[config.mk]
export PLATFORM = sky130hd
export DESIGN_NAME = bbd_interp
export DESIGN_NICKNAME = d
export VERILOG_FILES = /design/src/rtl/bbd_pkg.sv /design/src/rtl/bbd_interp.sv
export SDC_FILE = /design/constraint.sdc
export NUM_CORES = 1
export LEC_CHECK = 0
export BUFFER_PORTS_ARGS = -buffer_cell sky130_fd_sc_hd__clkbuf_2
export CELL_PAD_IN_SITES_DETAIL_PLACEMENT = 0
export CELL_PAD_IN_SITES_GLOBAL_PLACEMENT = 1
export CORE_MARGIN = 2
export CORE_UTILIZATION = 35
export DETAILED_ROUTE_END_ITERATION = 10
export PLACE_DENSITY = 0.89
export SYNTH_ARGS = -nofsm -noshare
export SYNTH_HDL_FRONTEND = slang
export SYNTH_SLANG_ARGS = --single-unit
[constraint.sdc]
create_clock -name vclk -period 3.3
set_clock_uncertainty 0.1 [all_clocks]
set_input_delay 0 -clock vclk [all_inputs]
set_output_delay 0 -clock vclk [all_outputs]
set_load 0.005 [all_outputs]
[src/rtl/bbd_pkg.sv]
package bbd_pkg;

    localparam int PIX_W          = 8;
    localparam int DIM_W          = 11;
    localparam int MIN_DIM        = 3;
    localparam int MAX_WIDTH_DEF  = 1024;
    localparam int MAX_HEIGHT_DEF = 1024;
    localparam int WIDTH_RST      = 420;
    localparam int HEIGHT_RST     = 288;
    localparam int APB_DATA_W     = 32;
    localparam int APB_ADDR_W     = 3;

    // register index = paddr[2]
    typedef enum logic {
        REG_IMAGE_WIDTH  = 1'b0,
        REG_IMAGE_HEIGHT = 1'b1
    } t_reg_idx;

    typedef enum logic {
        CMD_SAMPLE = 1'b0,
        CMD_DRAIN  = 1'b1
    } t_cmd;

    // GRBG site kind, encoded {row odd, column odd}
    typedef enum logic [1:0] {
        SITE_GR = 2'b00,
        SITE_R  = 2'b01,
        SITE_B  = 2'b10,
        SITE_GB = 2'b11
    } t_site;

    typedef logic [PIX_W-1:0] t_pix;

    // [row][column], row 0 = top, column 0 = left
    typedef logic [2:0][2:0][PIX_W-1:0] t_nbhd;

    typedef struct packed {
        t_cmd command;
        t_pix raw_sample;
    } t_in_beat;

    typedef struct packed {
        t_pix red;
        t_pix green;
        t_pix blue;
        logic frame_end;
        logic run_last;
    } t_out_beat;

endpackage

[src/rtl/bbd_interp.sv]
module bbd_interp (
    input  bbd_pkg::t_nbhd i_nb,
    input  bbd_pkg::t_site i_site,
    output bbd_pkg::t_pix  o_red,
    output bbd_pkg::t_pix  o_green,
    output bbd_pkg::t_pix  o_blue
);

    logic [bbd_pkg::PIX_W:0]   sum_h;
    logic [bbd_pkg::PIX_W:0]   sum_v;
    logic [bbd_pkg::PIX_W+1:0] sum_cr;
    logic [bbd_pkg::PIX_W+1:0] sum_dg;
    bbd_pkg::t_pix             avg_h;
    bbd_pkg::t_pix             avg_v;
    bbd_pkg::t_pix             avg_cr;
    bbd_pkg::t_pix             avg_dg;
    bbd_pkg::t_pix             ctr;

    assign sum_h  = (bbd_pkg::PIX_W+1)'(i_nb[1][0]) + (bbd_pkg::PIX_W+1)'(i_nb[1][2]);
    assign sum_v  = (bbd_pkg::PIX_W+1)'(i_nb[0][1]) + (bbd_pkg::PIX_W+1)'(i_nb[2][1]);
    assign sum_cr = (bbd_pkg::PIX_W+2)'(sum_h) + (bbd_pkg::PIX_W+2)'(sum_v);
    assign sum_dg = (bbd_pkg::PIX_W+2)'(i_nb[0][0]) + (bbd_pkg::PIX_W+2)'(i_nb[0][2])
                  + (bbd_pkg::PIX_W+2)'(i_nb[2][0]) + (bbd_pkg::PIX_W+2)'(i_nb[2][2]);

    // floor averages
    assign avg_h  = sum_h[bbd_pkg::PIX_W:1];
    assign avg_v  = sum_v[bbd_pkg::PIX_W:1];
    assign avg_cr = sum_cr[bbd_pkg::PIX_W+1:2];
    assign avg_dg = sum_dg[bbd_pkg::PIX_W+1:2];
    assign ctr    = i_nb[1][1];

    always_comb begin
        case (i_site)
            bbd_pkg::SITE_GR: begin
                o_red   = avg_h;
                o_green = ctr;
                o_blue  = avg_v;
            end
            bbd_pkg::SITE_GB: begin
                o_red   = avg_v;
                o_green = ctr;
                o_blue  = avg_h;
            end
            bbd_pkg::SITE_B: begin
                o_red   = avg_dg;
                o_green = avg_cr;
                o_blue  = ctr;
            end
            default: begin
                o_red   = ctr;
                o_green = avg_cr;
                o_blue  = avg_dg;
            end
        endcase
    end

endmodule

# Word-level counts from Yosys, hierarchy flattened
# Index checks and enable logic that the tools add are counted.
[classes]
n_mux = 3
n_eq_ne = 2
n_reduce_logical = 2
n_addsub = 6
[ops]
columns = ["cell", "count"]
rows = [
  ["8-bit case mux with 3 select lines", 2],
  ["8-bit by 8-bit adder with 9-bit output", 3],
  ["10-bit by 8-bit adder with 10-bit output", 1],
  ["9-bit by 8-bit adder with 10-bit output", 1],
  ["9-bit by 9-bit adder with 10-bit output", 1],
  ["8-bit 2-to-1 mux", 1],
  ["2-bit == test, second input constant", 2],
  ["2-bit zero test", 1],
  ["2-bit OR reduction", 1],
]
[word_totals]
out_inout_bits = 24
input_bits = 74
ff_bits = 0

# Longest topological paths before layout
[depth]
ltp_word = 4
ltp_mapped = 14

# Worst setup path before layout
# No wires, ideal clock.
[synth_timing]
path_type = "input to output"
from = "in i_nb[1] in the netlist's numbering"
to = "out o_red[7]"
arrival_ns = 2.529
path_slack_ns = 0.671
stages = 13
path_cell_list = "inv_1 -> fa_1 -> inv_1 -> fa_1 -> nand2_1 -> nor2_1 -> fa_1 -> a211oi_1 -> nor2_1 -> o31ai_2 -> a21oi_1 -> a221oi_2 -> a21oi_1"
[synth_between]
elab_chain_len = 4
[synth_lines]
columns = ["element", "line_no", "source"]
rows = [
  ["start, declared", "bbd_interp.sv:2", "input bbd_pkg::t_nbhd i_nb,"],
  ["8-bit by 8-bit adder with 9-bit output", "bbd_interp.sv:22", "assign sum_dg = (bbd_pkg::PIX_W+2)'(i_nb[0][0]) + (bbd_pkg::PIX_W+2)'(i_nb[0][2])"],
  ["9-bit by 8-bit adder with 10-bit output", "bbd_interp.sv:23", "+ (bbd_pkg::PIX_W+2)'(i_nb[2][0]) + (bbd_pkg::PIX_W+2)'(i_nb[2][2]);"],
  ["10-bit by 8-bit adder with 10-bit output", "bbd_interp.sv:23", ""],
  ["8-bit case mux with 3 select lines", "bbd_interp.sv:33", "case (i_site)"],
  ["end, declared", "bbd_interp.sv:4", "output bbd_pkg::t_pix o_red,"],
]
# Every way passes these cells.

# Worst setup path in the final report
[layout_timing]
from = "in i_nb[1] in the netlist's numbering"
to = "out o_red[5]"
# Same word-level chain as after synthesis.

==> impl_metrics.tcl <==
set metrics [dict create \
    outcome "finished, final reports clean" \
    die_w_um 83.3 \
    tightest_slew_ns 0.630 \
    antenna_found_initial 0 \
    first_global_vias 2194 \
    comb_power_share 1.000 \
    endpoint_kind "output pin" \
    synth_area_leaders "ha_1 (20%), fa_1 (16%), inv_1 (10%)" \
    post_cts.repair.setup_buffers 0 \
    vias 2292 \
    intPower_uw 416 \
    yosys-top-cells-count "inv_1 (59), ha_1 (35), a21oi_1 (26)" \
    area_growth_pct 25.2 \
    ir_drop_uv 182 \
    cp_slowest_stage_delay_ns 0.52 \
    place_area_um2 2760 \
    ys_types 47 \
    synth_area_per_cell_um2 7.44 \
    relSlewSlack 0.580 \
    power_density_nw_per_um2 324 \
    routed-wl-met3_um 246 \
    ctsResizeCount 0 \
    period_share 0.911 \
    grt.total_usage 0.161 \
    die_y_um 83.3 \
    n_clock_buffer 0 \
    cpMaxStageDelayCell "fa_1" \
    fmax_ghz 0.333 \
    grt_max_degree 22 \
    maxCapViolCount 0 \
    netlist_instances 296 \
    clockPowerShare 0 \
    ys_seq_area_frac 0 \
    met2WireLength_mm 2.67 \
    cp_max_fo 4 \
    start_util 0.368 \
    pre_cts_slack_ns 0.292 \
    stdcell_area_um2 2760 \
    core_um2 5990 \
    worst_slack_ns 0.293 \
    gp_congestion 0.808 \
    drt-total-wl_mm 5.57 \
    path_common_cell "fa_1" \
    leakage_nw 1.54 \
    num_antenna_cells 0 \
    netlist.area_leader.share 0.199 \
    syn_area_um2 2200 \
    layout.nets 515 \
    whs_ns 0.223 \
    setup_viol 0 \
    finalHoldViolCount 0 \
    seqPwrFrac 0 \
    vias_per_cell 4.97 \
    drt-wirelength-per-cell_um 12.1 \
    power.switching_uw 476 \
    min_path_type "primary input to output pin" \
    ant_nets 0 \
    postCtsHoldBufs 0 \
    critPathCapture "o_red[5]" \
    synth_warnings 0 \
    worstPathRequired_ns 3.20 \
    area.sequential_um2 0 \
    synth_nets 423 \
    grt_pass1_wl_mm 9.76 \
    crit_type "primary input to output pin" \
    rsz0062_at_grt "false" \
    pin_count 98 \
    remaining_drc_errors 0 \
    drive_gt1_frac 0.277 \
    m1WireLength_mm 2.66 \
    crit_chain "clkbuf_2 -> inv_1 -> fa_1 -> inv_1 -> fa_1 -> nand2_1 -> nor2_1 -> fa_1 -> a211oi_1 -> nor2_1 -> o31ai_2 -> a31oi_1 -> a32oi_1 -> clkbuf_2" \
    startpoint_type "primary input" \
    io_buffers 98 \
    fin_crit_ns 3.01 \
    p_sw_frac 0.533 \
    firstDrtPassIters 5 \
    grt_overflow 0 \
    drt_iter0_drc 177 \
    report.final.slew_viol_count 0 \
    sequential_cell_total 0 \
    dieArea_um2 6940 \
    finalSetupTns_ns 0 \
    worstPathArrival_ns 2.91 \
    yosysMostFrequentCell "inv_1" \
    yosysTopAreaCell "ha_1" \
    top_layer_used "met3" \
    total_power_uw 892 \
    dpl.hpwl_mm 4.95 \
    rows 28 \
    startpoint "i_nb[1]" \
]
routing by layer:
metal,vias to the layer above,GRT usage
li1,1210,-
met3,0,0.00795
met1,1022,0.228
met5,-,0
met4,0,0.00447
met2,60,0.285
stage by stage:
stage | std cells | utilization
final | 461 | 0.460
after global routing | 461 | 0.460
after CTS | 461 | 0.460
after detailed placement | 461 | 0.460
after global placement | 461 | 0.460
after floorplan | 296 | -
cell type report:
type                            count  area [µm²]
Fill cell                         626        3230
Inverter                           60         225
Multi-Input combinational cell    228        1950
Tap cell                           75        93.8
Timing Repair Buffer               98         490
power by group through the flow:
stage	Combinational [mW]	Clock [mW]	Sequential (mW)
finish	0.892	0	0
global placement	0.887	0	0
global route	1.03	0	0
CTS	0.903	0	0
detailed placement	0.896	0	0
floorplan	0.638	0	0
worst min path at each step:
stage,start,end,slack [ns],depth (start not counted)
final,i_nb[32],o_green[0],0.22,4
after global routing,i_nb[32],o_red[0],0.26,4
after global placement,i_nb[32],o_red[0],0.23,4
after detailed placement,i_nb[32],o_green[0],0.23,4
after floorplan,i_nb[37],o_red[5],0.0008,2
after CTS,i_nb[32],o_green[0],0.23,4
critical path, delay by kind of cell:
family                   cells  cell delay, ns
buffers and inverters        4            0.31
adder cells (fa/ha/maj)      3            1.40
AO/OA/AOI/OAI                4            0.95
AND/OR/NAND/NOR              3            0.25
cell usage in the layout, fill, tap and decap left out, types with 2 or more instances in the layout:
master	Yosys	final
o41a_1	2	2
inv_1	59	59
a21o_1	2	2
a222oi_1	9	9
and2_1	4	4
a211oi_1	2	2
mux2i_1	5	5
o21ai_0	7	7
nand2b_1	3	3
mux2_2	3	3
nand3_1	8	8
a31oi_1	3	3
nand2_1	9	9
a21oi_1	26	26
xnor2_1	9	9
a221oi_1	4	4
fa_1	18	18
xor2_1	10	10
o21ai_1	7	7
o21a_1	4	4
clkbuf_2	0	98
or3_1	5	5
ha_1	35	35
nor2b_1	5	5
nor3_1	4	4
nor2_1	23	23
o22ai_1	3	3
cell families (layout without fill, tap and decap cells):
| group | count (synthesis) | count (layout) | synth area share |
|---|---|---|---|
| AO/OA/AOI/OAI | 80 | 80 | 0.251 |
| XOR/XNOR | 19 | 19 | 0.0756 |
| adder cells (fa/ha/maj) | 53 | 53 | 0.363 |
| buffers and inverters | 68 | 158 | 0.116 |
| multiplexers | 8 | 8 | 0.0381 |
| AND/OR/NAND/NOR | 68 | 68 | 0.157 |
(Power assumes the default switching activity.)
