## config.mk

```make
export PLATFORM = sky130hd
export DESIGN_NAME = bbd_out_queue_flat
export DESIGN_NICKNAME = d
export VERILOG_FILES = /design/src/rtl/bbd_pkg.sv /design/src/rtl/bbd_if.sv /design/src/rtl/bbd_out_queue.sv /design/src/flat_wrapper.sv
export SDC_FILE = /design/constraint.sdc
export NUM_CORES = 1
export LEC_CHECK = 0
export BUFFER_PORTS_ARGS = -buffer_cell sky130_fd_sc_hd__buf_2
export CAP_MARGIN = 5
export CORE_MARGIN = 5
export CORE_UTILIZATION = 31
export CTS_BUF_LIST = sky130_fd_sc_hd__clkbuf_16
export CTS_CLUSTER_DIAMETER = 50
export DETAILED_ROUTE_END_ITERATION = 12
export REMOVE_ABC_BUFFERS = 1
export SLEW_MARGIN = 25
export SYNTH_ARGS = -nofsm -noshare
export SYNTH_HDL_FRONTEND = slang
export SYNTH_SLANG_ARGS = --single-unit
```

## constraint.sdc

```tcl
create_clock -name i_clk -period 1.5 [get_ports i_clk]
set_clock_uncertainty 0.05 [all_clocks]
set_input_delay 0.075 -clock i_clk [delete_from_list [all_inputs] [get_ports i_clk]]
set_output_delay 0.075 -clock i_clk [all_outputs]
set_load 0.01 [all_outputs]
```

## src/rtl/bbd_pkg.sv

```systemverilog
package bbd_pkg;

    localparam int PIX_W          = 8;
    localparam int DIM_W          = 11;
    localparam int MIN_DIM        = 3;
    localparam int MAX_WIDTH_DEF  = 1024;
    localparam int MAX_HEIGHT_DEF = 1024;
    localparam int WIDTH_RST      = 420;
    localparam int HEIGHT_RST     = 288;
    localparam int APB_DATA_W     = 32;
    localparam int APB_ADDR_W     = 3;

    // register index = paddr[2]
    typedef enum logic {
        REG_IMAGE_WIDTH  = 1'b0,
        REG_IMAGE_HEIGHT = 1'b1
    } t_reg_idx;

    typedef enum logic {
        CMD_SAMPLE = 1'b0,
        CMD_DRAIN  = 1'b1
    } t_cmd;

    // GRBG site kind, encoded {row odd, column odd}
    typedef enum logic [1:0] {
        SITE_GR = 2'b00,
        SITE_R  = 2'b01,
        SITE_B  = 2'b10,
        SITE_GB = 2'b11
    } t_site;

    typedef logic [PIX_W-1:0] t_pix;

    // [row][column], row 0 = top, column 0 = left
    typedef logic [2:0][2:0][PIX_W-1:0] t_nbhd;

    typedef struct packed {
        t_cmd command;
        t_pix raw_sample;
    } t_in_beat;

    typedef struct packed {
        t_pix red;
        t_pix green;
        t_pix blue;
        logic frame_end;
        logic run_last;
    } t_out_beat;

endpackage

```

## src/rtl/bbd_if.sv

```systemverilog


interface bbd_out_if;
    logic              valid;
    logic              ready;
    bbd_pkg::t_out_beat data;

    modport source (output valid, output data, input ready);
    modport sink (input valid, input data, output ready);
endinterface

```

## src/rtl/bbd_out_queue.sv

```systemverilog
module bbd_out_queue (
    input  logic               i_clk,
    input  logic               i_rst_n,
    input  logic               i_load,
    input  logic               i_two,
    input  bbd_pkg::t_out_beat i_beat0,
    input  bbd_pkg::t_out_beat i_beat1,
    output logic               o_room,
    bbd_out_if.source          o_rgb
);

    logic [1:0]         r_cnt;
    bbd_pkg::t_out_beat r_q0;
    bbd_pkg::t_out_beat r_q1;
    logic               pop;

    assign o_rgb.valid = (r_cnt != 2'd0);
    assign o_rgb.data  = r_q0;
    assign pop         = o_rgb.valid && o_rgb.ready;

    // loads only into a queue that is empty after this cycle's pop
    assign o_room = (r_cnt == 2'd0) || ((r_cnt == 2'd1) && pop);

    always_ff @(posedge i_clk) begin
        if (!i_rst_n) begin
            r_cnt <= 2'd0;
        end else if (i_load) begin
            r_cnt <= i_two ? 2'd2 : 2'd1;
        end else if (pop) begin
            r_cnt <= r_cnt - 2'd1;
        end
    end

    always_ff @(posedge i_clk) begin
        if (i_load) begin
            r_q0 <= i_beat0;
            r_q1 <= i_beat1;
        end else if (pop) begin
            r_q0 <= r_q1;
        end
    end

endmodule
```

## src/flat_wrapper.sv

```systemverilog
// flat-port wrapper written by rule: the top's interface ports become plain ports
module bbd_out_queue_flat 
  (i_clk, i_rst_n, i_load, i_two, i_beat0, i_beat1, o_room, o_rgb_valid, o_rgb_data, o_rgb_ready);
  bbd_out_if o_rgb_i ();
  input  logic i_clk;
  input  logic i_rst_n;
  input  logic i_load;
  input  logic i_two;
  input  bbd_pkg::t_out_beat i_beat0;
  input  bbd_pkg::t_out_beat i_beat1;
  output logic o_room;
  output wire logic [$bits(o_rgb_i.valid)-1:0] o_rgb_valid;
  output wire logic [$bits(o_rgb_i.data)-1:0] o_rgb_data;
  input wire logic [$bits(o_rgb_i.ready)-1:0] o_rgb_ready;
  assign o_rgb_valid = o_rgb_i.valid;
  assign o_rgb_data = o_rgb_i.data;
  assign o_rgb_i.ready = o_rgb_ready;
  bbd_out_queue u_core (.i_clk(i_clk), .i_rst_n(i_rst_n), .i_load(i_load), .i_two(i_two), .i_beat0(i_beat0), .i_beat1(i_beat1), .o_room(o_room), .o_rgb(o_rgb_i));
endmodule
```

=== Word-level counts from Yosys, hierarchy flattened ===
Cells that the tools add are included.

* Flip-flop bits (word level): 54

* Muxes and demuxes: 5
* Reduce and logical (&&, ||, !) cells: 6
* Add/sub/neg operators: 1
* Eq/ne operators: 1

{| class="wikitable"
|+ Operators with widths
! cell !! number
|-
| two-way mux 26 bit || 2
|-
| two-way mux 2 bit || 3
|-
| nonzero test 2 bit || 2
|-
| equality test 2 x 1 -> 1 bit, second input constant || 1
|-
| logical AND 1 bit || 2
|-
| logical NOT 2 bit || 1
|-
| subtractor 2 x 1 -> 2 bit, second input constant || 1
|-
| logical OR 1 bit || 1
|}

=== Logic depth before layout (Yosys ltp) ===
* Depth after elaboration: 4
* Depth in mapped cells: 5

=== Worst setup path before layout ===
OpenSTA, ideal clock, no wires.

* Path kind: flip-flop to flip-flop
* From: reg u_core.r_cnt[0]
* To: reg u_core.r_q0 (netlist bit u_core.o_rgb.data[0]), enable pin
* Path slack: -51 ps
* Cell stages (with the launch flop): 5
* Required time: 1,086 ps
* Path buffers: 0
* Library setup time: 364 ps
* Arrival: 1,137 ps
* Cell sequence: dfxtp_1 > inv_1 > ha_1 > nor2b_4 > or2_2

* Cells in the longest elaborated chain, start to end: 3

{| class="wikitable"
|+ RTL lines
! what !! line !! RTL
|-
| from (decl) || bbd_out_queue.sv:12 || <nowiki>logic [1:0] r_cnt;</nowiki>
|-
| from (signal assigned) || bbd_out_queue.sv:28 || <nowiki>r_cnt <= i_two ? 2'd2 : 2'd1;</nowiki>
|-
| from (signal assigned) || bbd_out_queue.sv:30 || <nowiki>r_cnt <= r_cnt - 2'd1;</nowiki>
|-
| nonzero test 2 bit || bbd_out_queue.sv:17 || <nowiki>assign o_rgb.valid = (r_cnt != 2'd0);</nowiki>
|-
| logical AND 1 bit || bbd_out_queue.sv:19 || <nowiki>assign pop = o_rgb.valid && o_rgb.ready;</nowiki>
|-
| nonzero test 2 bit (no line) || n/a ||
|-
| to (signal assigned) || bbd_out_queue.sv:36 || <nowiki>r_q0 <= i_beat0;</nowiki>
|-
| to (signal assigned) || bbd_out_queue.sv:39 || <nowiki>r_q0 <= r_q1;</nowiki>
|-
| to (decl) || bbd_out_queue.sv:13 || <nowiki>bbd_pkg::t_out_beat r_q0;</nowiki>
|}

No other way between the ends.
A chain may end at the register's enable or synchronous reset.

=== Final worst setup path ===
* From: reg u_core.r_cnt[1]
* To: reg u_core.r_q0 (netlist bit u_core.o_rgb.data[10]), enable pin

Same word-level chain as after synthesis.

==> metrics.txt <==
Worst Hold End=u_core.r_cnt[1]; worst reg2reg startpoint=u_core.r_cnt[1]; cell count after synthesis=100; global placement routability congestion=roughly 0.75; Placeable Area=between 6000 and 7000 µm²; layout cells sized above 1=0.568; Yosys warnings=0; Pwr per Cell Area=1120 nW/µm²; status=completed; f_max=~0.7 GHz; DP Cell Count=between 200 and 300; cell taking the most area after synthesis=edfxtp_1; largest net degree at the start of global routing=27; setup TNS=0 ps; CP required=about 1500 ps; postcts setup bufs=0; Die Span Y=between 90 and 100 µm; # IOs=85; Num CTS Buffers=5; initial antenna violation count=0; I/O Buffers=between 80 and 90; Setup violations, final=0; CP max FO=13; WP data arrival=between 1000 and 1500 ps; Starting Density=0.318; Setup crit start kind=flop; Hold Crit Depth=3; P&R area growth vs syn=49.4%; hold path start=i_two; Synth cell types=15; worst min path class=input port to flop; register area share after synthesis=0.792; Fin. Hold Viols=0; Compound-Gate Fraction of Synth Area=0.00804; Clk Latency, worst-skew pair=about 280 ps; post-synthesis mux area share=0.145; register bit total from synthesis=between 50 and 60; R2R depth=5; main combinational cell family by area after synthesis=multiplexers; Non-Filler Instances=299; syn avg cell area=just over 20 µm²; Post-Synth Simple-Gate Area=0.0223; # H-tree levels=2; Yosys top cell area share=0.772; CTS tree=done; endpoint class of the critical path=flop; top post-synthesis cells by area=edfxtp_1 77%, mux2_2 14%, dfxtp_1 2.0%; post-detail-place hpwl=around 2900 µm; Tot Pwr=3.37 mW; first-pass GRT wire length=around 6800 µm; Congestion Overflow GR=0; clock buffer depth=2; Synth Area in Adders=0.0124; gr usage total=0.103; worst setup margin=46.6 ps; CTS root buf=clkbuf_16; Leakage=1.25 nW; vias in the first global route=approximately 1400; Routed WL=a little over 4000 µm; MaxCap Viol Count=0; dpl ws=5.93 ps; Row Count=29; clock sinks=54; Nets=between 200 and 300; Max IR drop VDD=0.682 mV; DR iter-0 viols=45; fin crit share=0.969; Vias/cell=about 4.2; Synth Area in XOR/XNOR=0.00433; DR WL/cell=~14 µm; vias post-DR=1262; post-layout minimum cycle time=1450 ps; Mapped Area=approximately 2000 µm²; crit path kind=flop to flop; ant diodes=0; Relative slew margins=0.844; R2R Setup Slk=about 47 ps; die width=between 90 and 100 µm; die area=just over 8000 µm²; clock-pin transition on the worst setup and hold timing paths=about 70 ps; Routed Antenna Nets=0; Least-Margin Pin Slew=roughly 230 ps; r2r endpoint=u_core.o_rgb.data[10]; Pre-antenna DRT Iters=4; Slew Limit Fails=0; drt drc=0
## timing repair
item                       4_1_cts  5_1_grt
hold endpoints to repair        28        0
resized for setup                1        1
pin swaps                        0        1
setup endpoints to repair        5       26
gates cloned                     0        1
hold buffers                    27        0
## worst max-delay path by stage
stage	startpoint	endpoint	slack [ps]
2_1_floorplan	u_core.r_cnt[0]	u_core.o_rgb.data[0]	-50
3_3_place_gp	u_core.r_cnt[0]	u_core.o_rgb.data[25]	80
3_5_place_dp	u_core.r_cnt[0]	u_core.o_rgb.data[16]	6
4_1_cts	u_core.r_cnt[0]	u_core.o_rgb.data[12]	40
5_1_grt	u_core.r_cnt[0]	u_core.o_rgb.data[17]	-0.7
6_report	u_core.r_cnt[1]	u_core.o_rgb.data[10]	50
## logic make-up (layout without fill, tap and decap cells)
logic type | Yosys count | after routing
AO/OA/AOI/OAI | 2 | 2
XOR/XNOR | 1 | 1
adder cells (fa/ha/maj) | 2 | 2
buffers and inverters | 7 | 129
flip-flops | 54 | 54
multiplexers | 26 | 26
AND/OR/NAND/NOR | 8 | 8
## per-layer routing
metal / routed length (µm) / vias to the layer above / share of wire / global-route usage
met2: 2010 / 50 / 0.49 / 0.164
met5: 0 / - / 0 / 0
li1: - / 623 / - / -
met1: 1630 / 587 / 0.40 / 0.123
met3: 418 / 2 / 0.10 / 0.0508
met4: 11 / 0 / 0.0027 / 0.0261
## registers in the layout, indices dropped and copies added (netlist names)
| name | cells |
|---|---|
| u_core.r_cnt | 2 |
| u_core.r_q1 | 26 |
| u_core.o_rgb.data | 26 |
## worst max-delay path: stages, from the launching register on
cell and delay [ps]:
dfxtp_1 300, inv_1 130, ha_4 180, nor2b_4 50, or2_2 320, clkbuf_16 190
## layout by cell type (no fill, tap or decap)
cell / count
buf_2: 84
edfxtp_1: 52
dlygate4sd3_1: 27
mux2_2: 26
clkbuf_16: 6
inv_1: 4
nand2_1: 4
buf_4: 4
dfxtp_1: 2
nor2b_4: 1
or2_2: 1
xnor2_1: 1
o211a_1: 1
or3_1: 1
nor2_1: 1
a31oi_1: 1
ha_4: 1
ha_1: 1
clkinv_1: 1
clkinv_2: 1
clkinvlp_4: 1
buf_12: 1
## power breakdown
part | switching, mW | internal, mW
sequential | 0.0321 | 1.81
combinational | 0.189 | 0.247
clock | 0.483 | 0.610
total | 0.704 | 2.67
## final cells by class
cell class,instances,area (µm²)
clock inverters,3,16.3
inverters,4,15.0
well taps,77,96.3
flip-flops and latches,54,1600
fillers,556,3330
clock buffers,5,125
repair buffers,117,766
multi-input cells,39,400
## Yosys cell counts
master and number:
a31oi_1 1, buf_2 2, buf_4 1, dfxtp_1 2
edfxtp_1 52, ha_1 2, inv_1 4, mux2_2 26
nand2_1 4, nor2_1 1, nor2b_4 1, o211a_1 1
or2_2 1, or3_1 1, xnor2_1 1
## metrics by stage
| stage | utilization | hold WS, ps | cell area (µm²) |
|---|---|---|---|
| 3_5_place_dp | 0.405 | 203 | 2570 |
| 4_1_cts | 0.470 | 10.3 | 2990 |
| 6_report | 0.476 | 16.0 | 3020 |
| 3_3_place_gp | 0.405 | 202 | 2570 |
| 5_1_grt | 0.476 | 35.8 | 3020 |
| 2_1_floorplan | - | 124 | 2000 |
(Power assumes the default switching activity.)
